`config.mk`:
```
export PLATFORM = sky130hd
export DESIGN_NAME = fifo_thread_scheduler_with_mutex_condvar_core
export DESIGN_NICKNAME = d
export VERILOG_FILES = /design/src/rtl/fts_pkg.sv /design/src/rtl/fifo_thread_scheduler_with_mutex_condvar_core.sv
export SDC_FILE = /design/constraint.sdc
export NUM_CORES = 1
export LEC_CHECK = 0
export ABC_AREA = 1
export BUFFER_PORTS_ARGS = -buffer_cell sky130_fd_sc_hd__buf_2
export CAP_MARGIN = 20
export CORE_MARGIN = 2
export CORE_UTILIZATION = 66
export CTS_BUF_LIST = sky130_fd_sc_hd__clkbuf_2 sky130_fd_sc_hd__clkbuf_4 sky130_fd_sc_hd__clkbuf_8
export CTS_CLUSTER_SIZE = 24
export DETAILED_ROUTE_END_ITERATION = 7
export PLACE_DENSITY = 0.83
export SYNTH_ARGS = -nofsm -noshare
export SYNTH_HDL_FRONTEND = slang
export SYNTH_SLANG_ARGS = --single-unit
```
`constraint.sdc`:
```
create_clock -name clk_i -period 3.5 [get_ports clk_i]
set_input_delay 0.35 -clock clk_i [delete_from_list [all_inputs] [get_ports clk_i]]
set_output_delay 0.35 -clock clk_i [all_outputs]
set_load 0.05 [all_outputs]
```
`src/rtl/fts_pkg.sv`:
```
`timescale 1ns / 1ps
// ----------------------------------------------------------------------------
// fts_pkg
// Shared codes for the fifo thread scheduler: actions and error codes.
// ----------------------------------------------------------------------------
package fts_pkg;

  localparam int unsigned ACT_W     = 3;
  localparam int unsigned OBJ_W     = 3;
  localparam int unsigned TID_OUT_W = 4;
  localparam int unsigned ERR_W     = 2;
  localparam int unsigned OBJ_CODES = 8;
  localparam int unsigned NT_CODES  = 16;

  typedef enum logic [ACT_W-1:0] {
    ACT_FORK      = 3'd0,
    ACT_YIELD     = 3'd1,
    ACT_FINISH    = 3'd2,
    ACT_LOCK      = 3'd3,
    ACT_UNLOCK    = 3'd4,
    ACT_WAIT      = 3'd5,
    ACT_SIGNAL    = 3'd6,
    ACT_BROADCAST = 3'd7
  } action_e;

  typedef enum logic [ERR_W-1:0] {
    ERR_OK          = 2'd0,
    ERR_NOT_OWNER   = 2'd1,
    ERR_NO_RUNNABLE = 2'd2,
    ERR_NO_CURRENT  = 2'd3
  } err_e;

endpackage

```
`src/rtl/fifo_thread_scheduler_with_mutex_condvar_core.sv`:
```
`timescale 1ns / 1ps
// ----------------------------------------------------------------------------
// fifo_thread_scheduler_with_mutex_condvar_core
// Thread id scheduler: fifo ready queue, per-mutex and per-condition fifo wait
// queues kept as linked lists through a shared next-link memory.
// ----------------------------------------------------------------------------
// path: an action word is taken into the input stage and processed from there into
//   the result register; a result not yet accepted holds the input stage
// throughput: one action word per cycle while results are accepted; the next-link
//   memory has two registered read ports, fetched while the word enters the input stage
// reset: queues empty, mutexes free, thread 0 running; next-link memory is
//   not cleared, each entry is written before the lists can reach it

module fifo_thread_scheduler_with_mutex_condvar_core #(
  parameter int unsigned THREADS    = 16,
  parameter int unsigned MUTEXES    = 8,
  parameter int unsigned CONDITIONS = 8
) (
  input  logic                             clk_i,
  input  logic                             rst_ni,
  // action channel
  input  logic                             in_valid_i,
  output logic                             in_ready_o,
  input  logic [fts_pkg::ACT_W-1:0]        action_i,
  input  logic [fts_pkg::OBJ_W-1:0]        object_index_i,
  input  logic [fts_pkg::TID_OUT_W-1:0]    new_thread_i,
  // result channel
  output logic                             out_valid_o,
  input  logic                             out_ready_i,
  output logic [fts_pkg::TID_OUT_W-1:0]    running_thread_o,
  output logic                             running_valid_o,
  output logic                             switched_o,
  output logic                             lock_acquired_o,
  output logic [fts_pkg::TID_OUT_W-1:0]    woken_thread_o,
  output logic                             woken_valid_o,
  output logic [fts_pkg::ERR_W-1:0]        error_code_o
);

  localparam int unsigned TID_W = $clog2(THREADS);
  localparam int unsigned MI_W  = (MUTEXES > 1) ? $clog2(MUTEXES) : 1;
  localparam int unsigned CI_W  = (CONDITIONS > 1) ? $clog2(CONDITIONS) : 1;

  // --------------------------------------------------------------------------
  // constant reduction tables: object number onto mutex / condition, thread id
  // --------------------------------------------------------------------------
  logic [MI_W-1:0]  mi_tbl [fts_pkg::OBJ_CODES];
  logic [CI_W-1:0]  ci_tbl [fts_pkg::OBJ_CODES];
  logic [TID_W-1:0] nt_tbl [fts_pkg::NT_CODES];

  for (genvar k = 0; k < fts_pkg::OBJ_CODES; k++) begin : g_obj_tbl
    assign mi_tbl[k] = MI_W'(k % MUTEXES);
    assign ci_tbl[k] = CI_W'(k % CONDITIONS);
  end

  for (genvar k = 0; k < fts_pkg::NT_CODES; k++) begin : g_nt_tbl
    assign nt_tbl[k] = TID_W'(k % THREADS);
  end

  // --------------------------------------------------------------------------
  // scheduler state
  // --------------------------------------------------------------------------
  logic [TID_W-1:0] rh_q, rt_q, cur_q;
  logic             rne_q, pres_q;

  logic [TID_W-1:0] m_head_q  [MUTEXES];
  logic [TID_W-1:0] m_tail_q  [MUTEXES];
  logic [TID_W-1:0] m_owner_q [MUTEXES];
  logic [MUTEXES-1:0] m_ne_q, m_held_q;

  logic [TID_W-1:0] c_head_q [CONDITIONS];
  logic [TID_W-1:0] c_tail_q [CONDITIONS];
  logic [CONDITIONS-1:0] c_ne_q;

  // shared next-link store, one entry per thread id
  logic [TID_W-1:0] link_mem [THREADS];

  // --------------------------------------------------------------------------
  // input stage: the word plus its mutex / condition entry and prefetched links
  // --------------------------------------------------------------------------
  logic                 in_valid_q;
  fts_pkg::action_e     act_q;
  logic [MI_W-1:0]      mi_q;
  logic [CI_W-1:0]      ci_q;
  logic [TID_W-1:0]     nt_q;
  logic [TID_W-1:0]     mh_q, mt_q, mown_q, ch_q, ct_q;
  logic                 mne_q, mheld_q, cne_q;
  logic [TID_W-1:0]     link_a_q;  // link of the ready head
  logic [TID_W-1:0]     link_b_q;  // link of the mutex or condition head

  // result register
  logic                           out_valid_q;
  logic [fts_pkg::TID_OUT_W-1:0]  run_thread_q, woken_thread_q;
  logic                           run_valid_q, switched_q, acquired_q, woken_valid_q;
  fts_pkg::err_e                  err_q;

  logic proc, in_accept;

  assign proc       = in_valid_q & (~out_valid_q | out_ready_i);
  assign in_ready_o = ~in_valid_q | proc;
  assign in_accept  = in_valid_i & in_ready_o;

  // --------------------------------------------------------------------------
  // action logic for the word in the input stage
  // --------------------------------------------------------------------------
  logic [TID_W-1:0] rh_d, rt_d, cur_d;
  logic             rne_d, pres_d;
  logic [TID_W-1:0] mh_d, mt_d, mown_d, ch_d, ct_d;
  logic             mne_d, mheld_d, cne_d;
  logic             wr_en;
  logic [TID_W-1:0] wr_addr, wr_data;
  logic             disp, acq, wv;
  logic [TID_W-1:0] woken;
  fts_pkg::err_e    err;

  always_comb begin
    rh_d    = rh_q;
    rt_d    = rt_q;
    rne_d   = rne_q;
    cur_d   = cur_q;
    pres_d  = pres_q;
    mh_d    = mh_q;
    mt_d    = mt_q;
    mne_d   = mne_q;
    mown_d  = mown_q;
    mheld_d = mheld_q;
    ch_d    = ch_q;
    ct_d    = ct_q;
    cne_d   = cne_q;
    wr_en   = 1'b0;
    wr_addr = rt_q;
    wr_data = cur_q;
    disp    = 1'b0;
    acq     = 1'b0;
    wv      = 1'b0;
    woken   = '0;
    err     = fts_pkg::ERR_OK;

    case (act_q)
      fts_pkg::ACT_FORK: begin
        if (pres_q) begin
          // current thread goes to the ready tail
          if (rne_q) begin
            wr_en   = 1'b1;
            wr_addr = rt_q;
            wr_data = cur_q;
          end else begin
            rh_d = cur_q;
          end
          rt_d  = cur_q;
          rne_d = 1'b1;
        end
        cur_d  = nt_q;
        pres_d = 1'b1;
      end
      fts_pkg::ACT_YIELD: begin
        if (pres_q) begin
          if (rne_q) begin
            wr_en   = 1'b1;
            wr_addr = rt_q;
            wr_data = cur_q;
          end else begin
            rh_d = cur_q;
          end
          rt_d  = cur_q;
          rne_d = 1'b1;
          disp  = 1'b1;
        end else if (rne_q) begin
          disp = 1'b1;
        end else begin
          err = fts_pkg::ERR_NO_RUNNABLE;
        end
      end
      fts_pkg::ACT_FINISH: begin
        if (!pres_q) begin
          err = fts_pkg::ERR_NO_CURRENT;
        end else begin
          disp = 1'b1;
        end
      end
      fts_pkg::ACT_LOCK: begin
        if (!pres_q) begin
          err = fts_pkg::ERR_NO_CURRENT;
        end else if (!mheld_q) begin
          mheld_d = 1'b1;
          mown_d  = cur_q;
          acq     = 1'b1;
        end else begin
          // block on the mutex wait queue
          if (mne_q) begin
            wr_en   = 1'b1;
            wr_addr = mt_q;
            wr_data = cur_q;
          end else begin
            mh_d = cur_q;
          end
          mt_d  = cur_q;
          mne_d = 1'b1;
          disp  = 1'b1;
        end
      end
      fts_pkg::ACT_UNLOCK: begin
        if (!pres_q) begin
          err = fts_pkg::ERR_NO_CURRENT;
        end else if (!mheld_q || (mown_q != cur_q)) begin
          err = fts_pkg::ERR_NOT_OWNER;
        end else if (mne_q) begin
          // hand the mutex to the first waiter and make it ready
          woken = mh_q;
          wv    = 1'b1;
          if (mh_q == mt_q) begin
            mne_d = 1'b0;
          end else begin
            mh_d = link_b_q;
          end
          mown_d = mh_q;
          if (rne_q) begin
            wr_en   = 1'b1;
            wr_addr = rt_q;
            wr_data = mh_q;
          end else begin
            rh_d = mh_q;
          end
          rt_d  = mh_q;
          rne_d = 1'b1;
        end else begin
          mheld_d = 1'b0;
          mown_d  = '0;
        end
      end
      fts_pkg::ACT_WAIT: begin
        if (!pres_q) begin
          err = fts_pkg::ERR_NO_CURRENT;
        end else begin
          if (cne_q) begin
            wr_en   = 1'b1;
            wr_addr = ct_q;
            wr_data = cur_q;
          end else begin
            ch_d = cur_q;
          end
          ct_d  = cur_q;
          cne_d = 1'b1;
          disp  = 1'b1;
        end
      end
      fts_pkg::ACT_SIGNAL: begin
        if (cne_q) begin
          woken = ch_q;
          wv    = 1'b1;
          if (ch_q == ct_q) begin
            cne_d = 1'b0;
          end else begin
            ch_d = link_b_q;
          end
          if (rne_q) begin
            wr_en   = 1'b1;
            wr_addr = rt_q;
            wr_data = ch_q;
          end else begin
            rh_d = ch_q;
          end
          rt_d  = ch_q;
          rne_d = 1'b1;
        end
      end
      fts_pkg::ACT_BROADCAST: begin
        // splice the whole condition queue onto the ready tail
        if (cne_q) begin
          if (rne_q) begin
            wr_en   = 1'b1;
            wr_addr = rt_q;
            wr_data = ch_q;
          end else begin
            rh_d = ch_q;
          end
          rt_d  = ct_q;
          rne_d = 1'b1;
          cne_d = 1'b0;
        end
      end
      default: begin
      end
    endcase

    // current thread finished, blocked or yielded: take the ready head
    if (disp) begin
      if (rne_d) begin
        cur_d  = rh_d;
        pres_d = 1'b1;
        if (rh_d == rt_d) begin
          rne_d = 1'b0;
        end else begin
          // a link written by this same word wins over the prefetched one
          rh_d = (wr_en && (wr_addr == rh_d)) ? wr_data : link_a_q;
        end
      end else begin
        pres_d = 1'b0;
        cur_d  = '0;
        err    = fts_pkg::ERR_NO_RUNNABLE;
      end
    end
  end

  // --------------------------------------------------------------------------
  // fetch for the incoming word, forwarded from the word finishing now
  // --------------------------------------------------------------------------
  logic [MI_W-1:0]  mi_in;
  logic [CI_W-1:0]  ci_in;
  logic             m_hit, c_hit;
  logic [TID_W-1:0] fm_head, fm_tail, fm_owner, fc_head, fc_tail;
  logic             fm_ne, fm_held, fc_ne;
  logic [TID_W-1:0] addr_a, addr_b;

  assign mi_in = mi_tbl[object_index_i];
  assign ci_in = ci_tbl[object_index_i];
  assign m_hit = proc & (mi_in == mi_q);
  assign c_hit = proc & (ci_in == ci_q);

  assign fm_head  = m_hit ? mh_d    : m_head_q[mi_in];
  assign fm_tail  = m_hit ? mt_d    : m_tail_q[mi_in];
  assign fm_owner = m_hit ? mown_d  : m_owner_q[mi_in];
  assign fm_ne    = m_hit ? mne_d   : m_ne_q[mi_in];
  assign fm_held  = m_hit ? mheld_d : m_held_q[mi_in];
  assign fc_head  = c_hit ? ch_d    : c_head_q[ci_in];
  assign fc_tail  = c_hit ? ct_d    : c_tail_q[ci_in];
  assign fc_ne    = c_hit ? cne_d   : c_ne_q[ci_in];

  // port a follows the ready head, port b the head the word may pop
  assign addr_a = proc ? rh_d : rh_q;
  assign addr_b = (action_i == fts_pkg::ACT_UNLOCK) ? fm_head : fc_head;

  // --------------------------------------------------------------------------
  // next-link memory and input stage payload
  // --------------------------------------------------------------------------
  always_ff @(posedge clk_i) begin
    if (proc && wr_en) begin
      link_mem[wr_addr] <= wr_data;
    end
    if (in_accept) begin
      link_a_q <= (proc && wr_en && (wr_addr == addr_a)) ? wr_data : link_mem[addr_a];
      link_b_q <= (proc && wr_en && (wr_addr == addr_b)) ? wr_data : link_mem[addr_b];
      act_q    <= fts_pkg::action_e'(action_i);
      mi_q     <= mi_in;
      ci_q     <= ci_in;
      nt_q     <= nt_tbl[new_thread_i];
      mh_q     <= fm_head;
      mt_q     <= fm_tail;
      mown_q   <= fm_owner;
      mne_q    <= fm_ne;
      mheld_q  <= fm_held;
      ch_q     <= fc_head;
      ct_q     <= fc_tail;
      cne_q    <= fc_ne;
    end
  end

  // --------------------------------------------------------------------------
  // control state
  // --------------------------------------------------------------------------
  always_ff @(posedge clk_i or negedge rst_ni) begin
    if (!rst_ni) begin
      in_valid_q  <= 1'b0;
      out_valid_q <= 1'b0;
      rh_q        <= '0;
      rt_q        <= '0;
      rne_q       <= 1'b0;
      cur_q       <= '0;
      pres_q      <= 1'b1;
      m_ne_q      <= '0;
      m_held_q    <= '0;
      c_ne_q      <= '0;
      for (int i = 0; i < MUTEXES; i++) begin
        m_head_q[i]  <= '0;
        m_tail_q[i]  <= '0;
        m_owner_q[i] <= '0;
      end
      for (int i = 0; i < CONDITIONS; i++) begin
        c_head_q[i] <= '0;
        c_tail_q[i] <= '0;
      end
    end else begin
      if (in_accept) begin
        in_valid_q <= 1'b1;
      end else if (proc) begin
        in_valid_q <= 1'b0;
      end

      if (proc) begin
        out_valid_q <= 1'b1;
      end else if (out_ready_i) begin
        out_valid_q <= 1'b0;
      end

      if (proc) begin
        rh_q             <= rh_d;
        rt_q             <= rt_d;
        rne_q            <= rne_d;
        cur_q            <= cur_d;
        pres_q           <= pres_d;
        m_head_q[mi_q]   <= mh_d;
        m_tail_q[mi_q]   <= mt_d;
        m_owner_q[mi_q]  <= mown_d;
        m_ne_q[mi_q]     <= mne_d;
        m_held_q[mi_q]   <= mheld_d;
        c_head_q[ci_q]   <= ch_d;
        c_tail_q[ci_q]   <= ct_d;
        c_ne_q[ci_q]     <= cne_d;
      end
    end
  end

  // --------------------------------------------------------------------------
  // result register
  // --------------------------------------------------------------------------
  logic [TID_W-1:0]                  run_id;
  logic [TID_W+fts_pkg::TID_OUT_W-1:0] run_ext, woken_ext;
  logic                              sw;

  assign run_id    = pres_d ? cur_d : '0;
  assign run_ext   = {{fts_pkg::TID_OUT_W{1'b0}}, run_id};
  assign woken_ext = {{fts_pkg::TID_OUT_W{1'b0}}, woken};
  assign sw        = (pres_q != pres_d) | (pres_d & (cur_q != cur_d));

  always_ff @(posedge clk_i) begin
    if (proc) begin
      run_thread_q   <= run_ext[fts_pkg::TID_OUT_W-1:0];
      run_valid_q    <= pres_d;
      switched_q     <= sw;
      acquired_q     <= acq;
      woken_thread_q <= woken_ext[fts_pkg::TID_OUT_W-1:0];
      woken_valid_q  <= wv;
      err_q          <= err;
    end
  end

  assign out_valid_o      = out_valid_q;
  assign running_thread_o = run_thread_q;
  assign running_valid_o  = run_valid_q;
  assign switched_o       = switched_q;
  assign lock_acquired_o  = acquired_q;
  assign woken_thread_o   = woken_thread_q;
  assign woken_valid_o    = woken_valid_q;
  assign error_code_o     = err_q;

  // --------------------------------------------------------------------------
  // assertions
  // --------------------------------------------------------------------------
  // a finished word always lands in the result register
  a_proc_fills_out : assert property (@(posedge clk_i) disable iff (!rst_ni)
    proc |=> out_valid_q)
    else $error("processed word did not reach the result register");

  // a handoff or wake never comes with an error
  a_woken_ok : assert property (@(posedge clk_i) disable iff (!rst_ni)
    (out_valid_o && woken_valid_o) |-> (error_code_o == fts_pkg::ERR_OK))
    else $error("woken thread reported together with an error");

  // taking a free mutex never switches threads
  a_lock_no_switch : assert property (@(posedge clk_i) disable iff (!rst_ni)
    (out_valid_o && lock_acquired_o) |-> (running_valid_o && !switched_o))
    else $error("immediate lock changed the running thread");

  // no current thread reads as id zero
  a_idle_zero : assert property (@(posedge clk_i) disable iff (!rst_ni)
    (out_valid_o && !running_valid_o) |-> (running_thread_o == '0))
    else $error("running thread id set with no current thread");

endmodule
```
# [Word-level counts from Yosys, hierarchy flattened]
# Memories as Yosys holds them, arrays and structs flattened. A register that Yosys moved wholly into a read port is not among the register bits.
# Index checks and enable logic that the tools add are counted.
[classes] n_lt_le_gt_ge=7 bitwise=13 muxes=171 eq_ne=16 n_reduce_logical=14
[op_table] operator="4-bit 2-to-1 mux" count=73
[op_table] operator="32-bit bitwise mux" count=5
[op_table] operator="4-bit binary-select mux with 3-bit select" count=5
[op_table] operator="1-bit 2-to-1 mux" count=56
[op_table] operator="4-bit case mux with 2 select lines" count=6
[op_table] operator="8-bit bitwise mux" count=3
[op_table] operator="4-bit equality test" count=4
[op_table] operator="4-bit case mux with 4 select lines" count=1
[op_table] operator="3-bit equality test, second input constant" count=5
[op_table] operator="4-bit demux with 3-bit select" count=1
[op_table] operator="4-bit >= comparator, second input constant" count=3
[op_table] operator="2-bit 2-to-1 mux" count=6
[op_table] operator="3-bit inverter with 4-bit output" count=3
[op_table] operator="4-bit case mux with 3 select lines" count=1
[op_table] operator="1-bit binary-select mux with 3-bit select" count=3
[op_table] operator="1-bit case mux with 3 select lines" count=3
[op_table] operator="3-bit by 4-bit < comparator with 1-bit output, second input constant" count=2
[op_table] operator="4-bit inequality test" count=2
[op_table] operator="3-bit by 2-bit equality test with 1-bit output, second input constant" count=2
[op_table] operator="3-bit 2-to-1 mux" count=2
[op_table] operator="1-bit case mux with 2 select lines" count=3
[op_table] operator="2-bit case mux with 3 select lines" count=1
[op_table] operator="2-bit OR reduction" count=3
[op_table] operator="4-bit inverter with 5-bit output" count=1
[op_table] operator="17 further kinds" count=27
[totals] register_bits=243 rom_bits=88 mem_bits_rw=64 n_memories=3 in_bits=14 output_inout_bits=16
[memory_table] memory="(name not given)" words=16 word_bits=4 rd=1 rd_ports_with_merged_regs=1 wr=0 line="fifo_thread_scheduler_with_mutex_condvar_core.sv:345" source="nt_q <= nt_tbl[new_thread_i];"
[memory_table] memory="link_mem" words=16 word_bits=4 rd=2 rd_ports_with_merged_regs=2 wr=1 line="fifo_thread_scheduler_with_mutex_condvar_core.sv:75" source="logic [TID_W-1:0] link_mem [THREADS];"
[memory_table] memory="(name not given)" words=8 word_bits=3 rd=1 rd_ports_with_merged_regs=0 wr=0 line="fifo_thread_scheduler_with_mutex_condvar_core.sv:315" source="assign ci_in = ci_tbl[object_index_i];"

# [Logic depth before layout (Yosys ltp)]
[logic_depth] word_depth=12 ltp_mapped=29

# [Worst setup path after synthesis]
# No wires, ideal clock.
[synth_timing] path_type="register to register" from="register out_valid_q (netlist: out_valid_o)" to="register link_b_q[1], read port of link_mem (data pin)" arrival_ps=2826 slack_ps=410 path_stages_with_launch=15 path_cell_list="dfrtp_1 nand2_1 nand2_1 a21oi_1 nand2_1 clkbuf_1 clkbuf_1 o21ai_1 or2_2 o21ai_4 xor2_1 nor3_1 nand3_1 nand2_1 o21ai_1"
[synth_between] elab_chain_cells=6 elab_cells_between_ends=9
[synth_lines] element="start, declared" line="fifo_thread_scheduler_with_mutex_condvar_core.sv:91" source="logic out_valid_q;"
[synth_lines] element="start signal, assigned" line="fifo_thread_scheduler_with_mutex_condvar_core.sv:363" source="out_valid_q <= 1'b0;"
[synth_lines] element="start signal, assigned" line="fifo_thread_scheduler_with_mutex_condvar_core.sv:389" source="out_valid_q <= 1'b1;"
[synth_lines] element="start signal, assigned" line="fifo_thread_scheduler_with_mutex_condvar_core.sv:391" source="out_valid_q <= 1'b0;"
[synth_lines] element="1-bit inverter" line="fifo_thread_scheduler_with_mutex_condvar_core.sv:98" source="assign proc = in_valid_q & (~out_valid_q | out_ready_i);"
[synth_lines] element="1-bit bitwise OR" line="fifo_thread_scheduler_with_mutex_condvar_core.sv:98"
[synth_lines] element="1-bit AND" line="fifo_thread_scheduler_with_mutex_condvar_core.sv:98"
[synth_lines] element="1-bit AND" line="fifo_thread_scheduler_with_mutex_condvar_core.sv:317" source="assign c_hit = proc & (ci_in == ci_q);"
[synth_lines] element="4-bit 2-to-1 mux" line="fifo_thread_scheduler_with_mutex_condvar_core.sv:319" source="assign fm_head = m_hit ? mh_d : m_head_q[mi_in];"
[synth_lines] element="net fm_head[2]" line="fifo_thread_scheduler_with_mutex_condvar_core.sv:310" source="logic [TID_W-1:0] fm_head, fm_tail, fm_owner, fc_head, fc_tail;"
[synth_lines] element="4-bit 2-to-1 mux" line="fifo_thread_scheduler_with_mutex_condvar_core.sv:330" source="assign addr_b = (action_i == fts_pkg::ACT_UNLOCK) ? fm_head : fc_head;"
[synth_lines] element="end, declared" line="fifo_thread_scheduler_with_mutex_condvar_core.sv:88" source="logic [TID_W-1:0] link_b_q;"
# The timed path passes the listed nets, and every way through them passes these cells.
# A chain may end at the register's enable or synchronous reset.

# [Worst setup path in the final report]
[layout_timing] from="register mown_q[2]" to="register link_a_q[1], read port of link_mem (data pin)"
[layout_between] elab_chain_cells=12 elab_cells_between_ends=25
[layout_lines] element="start, declared" line="fifo_thread_scheduler_with_mutex_condvar_core.sv:85" source="logic [TID_W-1:0] mh_q, mt_q, mown_q, ch_q, ct_q;"
[layout_lines] element="start signal, assigned" line="fifo_thread_scheduler_with_mutex_condvar_core.sv:348" source="mown_q <= fm_owner;"
[layout_lines] element="4-bit inequality test *" line="fifo_thread_scheduler_with_mutex_condvar_core.sv:204" source="end else if (!mheld_q || (mown_q != cur_q)) begin"
[layout_lines] element="1-bit logical OR *" line="fifo_thread_scheduler_with_mutex_condvar_core.sv:204"
[layout_lines] element="4-bit 2-to-1 mux" line="fifo_thread_scheduler_with_mutex_condvar_core.sv:204"
[layout_lines] element="4-bit 2-to-1 mux" line="fifo_thread_scheduler_with_mutex_condvar_core.sv:202" source="if (!pres_q) begin"
[layout_lines] element="4-bit case mux with 3 select lines" line="fifo_thread_scheduler_with_mutex_condvar_core.sv:138" source="case (act_q)"
[layout_lines] element="4-bit equality test" line="fifo_thread_scheduler_with_mutex_condvar_core.sv:294" source="rh_d = (wr_en && (wr_addr == rh_d)) ? wr_data : link_a_q;"
[layout_lines] element="1-bit logical AND" line="fifo_thread_scheduler_with_mutex_condvar_core.sv:294"
[layout_lines] element="4-bit 2-to-1 mux" line="fifo_thread_scheduler_with_mutex_condvar_core.sv:294"
[layout_lines] element="4-bit 2-to-1 mux" line="fifo_thread_scheduler_with_mutex_condvar_core.sv:290" source="if (rh_d == rt_d) begin"
[layout_lines] element="4-bit 2-to-1 mux" line="fifo_thread_scheduler_with_mutex_condvar_core.sv:287" source="if (rne_d) begin"
[layout_lines] element="4-bit 2-to-1 mux *" line="fifo_thread_scheduler_with_mutex_condvar_core.sv:286" source="if (disp) begin"
[layout_lines] element="4-bit 2-to-1 mux *"
[layout_lines] element="net addr_a[2]" line="fifo_thread_scheduler_with_mutex_condvar_core.sv:312" source="logic [TID_W-1:0] addr_a, addr_b;"
[layout_lines] element="end, declared" line="fifo_thread_scheduler_with_mutex_condvar_core.sv:87" source="logic [TID_W-1:0] link_a_q;"
# Mark *: on every way through the listed nets, which the timed path passes. The rest lies on a longest branch.

==> impl_metrics.toml <==
[floorplan]
die_area_sq_um = 26700
die_x_um = 163
start_util_pct = 66.9
die_y_um = 163
core_sq_um = 25000
num_rows = 58
io_pins = 30

[pwr]
total_power_mw = 15.4
peakVddDrop_mv = 0.526
p_sw_mw = 6.01
intPower_mw = 9.37
power_frac_clock_pct = 23.5
p_sw_share_pct = 39.1
combPwrFrac_pct = 39.6
powerDensity_nw_per_um2 = 755
static-leakage-power_nw = 9.17
pwr-share-seq_pct = 37.0

[worst_hold_path]
hold_class = "primary input to flip-flop"

[sta]
finalCritPeriodShare_pct = 102
tightest_slew_ns = 1.08
hold_viol = 0
relSlewSlack_pct = 27.3
setup_ws_ns = -0.0732
slew_viol_final = 0
clock-skew-final_ns = 0.0435
period_needed_ns = 3.57
max_freq_ghz = 0.280
setup_viol = 4
grt_setup_unrepaired = "true"

[cells_and_area]
final_cell_mix = "nand2_1, o21ai_0, dfrtp_1, nor2_1, inv_1"
fill_cells = 1545
drive_gt1_share_pct = 21.3
multi_input_area_sq_um = 7570
layout_commonest_cell = "nand2_1"
final_cells = 2596
regArea_sq_um = 8580
nNetsFinal = 2239
area_growth_pct = 21.5
antennaDiodeCount = 0

[logic_synthesis]
syn-mean-instance-area_sq_um = 8.16
syn_area_sq_um = 16800
synth_cell_types = 58
syn_nets = 2068
synth-edff-count = 119
yosys_warnings = 0
synth_cells = 2054
ys_ff_latch = 319
ys.flop_type = "dfrtp_1"
yosysSeqAreaShare_pct = 51.2
async_flop_share_pct = 62.7

[detailed_routing]
drt_iter0_drc = 2302
wirelength_um = 55700
viasPerCell = 6.37
wl_per_cell_um = 21.5
vias = 16547
drc = 0
drt_first_pass_iters = 7
drtAntennaViolNets = 0

[clock_network]
insertion_delay_ns = 0.62
clockRootBuffer = "clkbuf_8"
cts_tree = "built"
clk_path_buf_depth = 3
htreeDepth = 2
clkSlewWorstSetupHoldPaths_ns = 0.06
tritoncts.num_buffers = 50
cts.sinks = 319

[setup_path]
cp_data_arrival_time_ns = 3.91
slowest_stage = "edfxtp_1"
r2r_setup_slack_ns = -0.07
critical_path.max_fanout = 4
crit_path_frequent_cell = "nand2_2"
critPathMaxStageDelay_ns = 0.41
cp-end-kind = "flip-flop"
cp-start-kind = "flip-flop"
crit_type = "flip-flop to flip-flop"
critPathRequiredTime_ns = 3.83

[grt]
grt_pass1_wl_um = 83400
grt_pass1_vias = 15408
grt_remaining_overflow = 0
grt_start_max_net_pins = 103
antenna_found_initial = 0
grt_use_total_pct = 40.7

[placed_design]
portBuffers = 29
hpwl_um = 36100
place.gp.congestion = 0.998
dp_cells = 2457

[run_status]
outcome = "finished with violations"
violations = "setup timing"

[flow_run]
maxCapViolations = 0
[final cells by class]
cell class,count,area share [%]
Tap cell,330,2.03
Multi-Input combinational cell,1437,37.2
Inverter,196,3.76
Clock inverter,14,0.947
Sequential cell,319,42.1
Timing Repair Buffer,221,9.17
Clock buffer,79,4.76
[power by group through the flow]
stage	registers [mW]	clock network (mW)	logic, mW
2_1_floorplan	5.66	0	3.10
3_3_place_gp	5.64	0	4.91
3_5_place_dp	5.70	0	5.03
4_1_cts	5.65	3.60	5.16
5_1_grt	5.78	3.77	6.53
6_report	5.69	3.61	6.08
[per-stage QoR]
stage          setup TNS (ns)  cell area [sq um]  hold slack [ns]  util (%)  setup WS (ns)
2_1_floorplan               0              16800           0.0544         -          0.410
6_report               -0.204              20400           0.0657      81.3        -0.0732
4_1_cts                     0              19400           0.0431      77.4        0.00802
5_1_grt                -0.955              20400           0.0984      81.3         -0.224
3_3_place_gp           -0.275              18100            0.456      72.3        -0.0708
3_5_place_dp           -0.678              18100            0.463      72.3         -0.184
[state kept, by name, summed over array words and instances (netlist names), 8 cells and up]
signal     count
link_mem      64
c_head_q      32
c_tail_q      32
m_head_q      32
m_owner_q     32
m_tail_q      32
c_ne_q         8
m_held_q       8
m_ne_q         8
[metal layers]
layer	up-vias	track usage [%]	wire length [um]
met5	-	0	0
met4	0	14.2	1850
met3	201	10.8	7470
met2	1206	62.1	25000
met1	7823	57.0	21400
li1	7317	-	-
[cells in the mapped netlist (8+ instances only)]
master    number  area [sq um]
edfxtp_1     119          3570
dfrtp_1      199          4980
xnor2_1        8          70.1
o21ai_1       18          90.1
nand3_1      180           901
a21oi_1       82           410
o211ai_1      23           173
clkbuf_1      70           263
nand2_1      475          1780
nand4_1       11          68.8
o21ai_0      317          1590
nor2_1       171           642
inv_1        167           627
inv_2         21          78.8
a31oi_1       27           169
buf_2         19          95.1
nand2_2       12          75.1
o221ai_1      29           254
[repair_timing]
action | CTS | global route
setup endpoints to repair | 6 | 8
hold endpoints to repair | 107 | 0
resized for setup | 3 | 153
setup buffers | 2 | 30
hold buffers | 9 | 0
pin swaps | 1 | 51
gates cloned | 0 | 5
[logic make-up after synthesis]
group	after synthesis	share of synthesized area, %
buf+inv	298	7.03
simple gates	882	22.4
mux	9	0.567
flops	319	51.2
compound gates	531	18.0
xor+xnor	15	0.829
[worst paths after layout]
kind | startpoint | endpoint | depth (start not counted)
max in group asynchronous | rst_ni | pres_q | 3
setup / recovery | mown_q[2] | link_a_q[1] | 27
setup reg to reg | mown_q[2] | link_a_q[1] | 27
min in group asynchronous | rst_ni | c_tail_q[12] | 2
hold reg to reg | m_owner_q[12] | m_owner_q[12] | 2
hold / removal | out_ready_i | out_valid_o | 4
[worst max-delay path, delay by kind of cell, from the launching register on]
kind	cells	cell delay [ns]
DFF	1	0.41
buffers and inverters	3	0.37
AOI/OAI and AO/OA	2	0.25
and+or+nand+nor	22	2.23
Power figures use the tool's default switching activity.
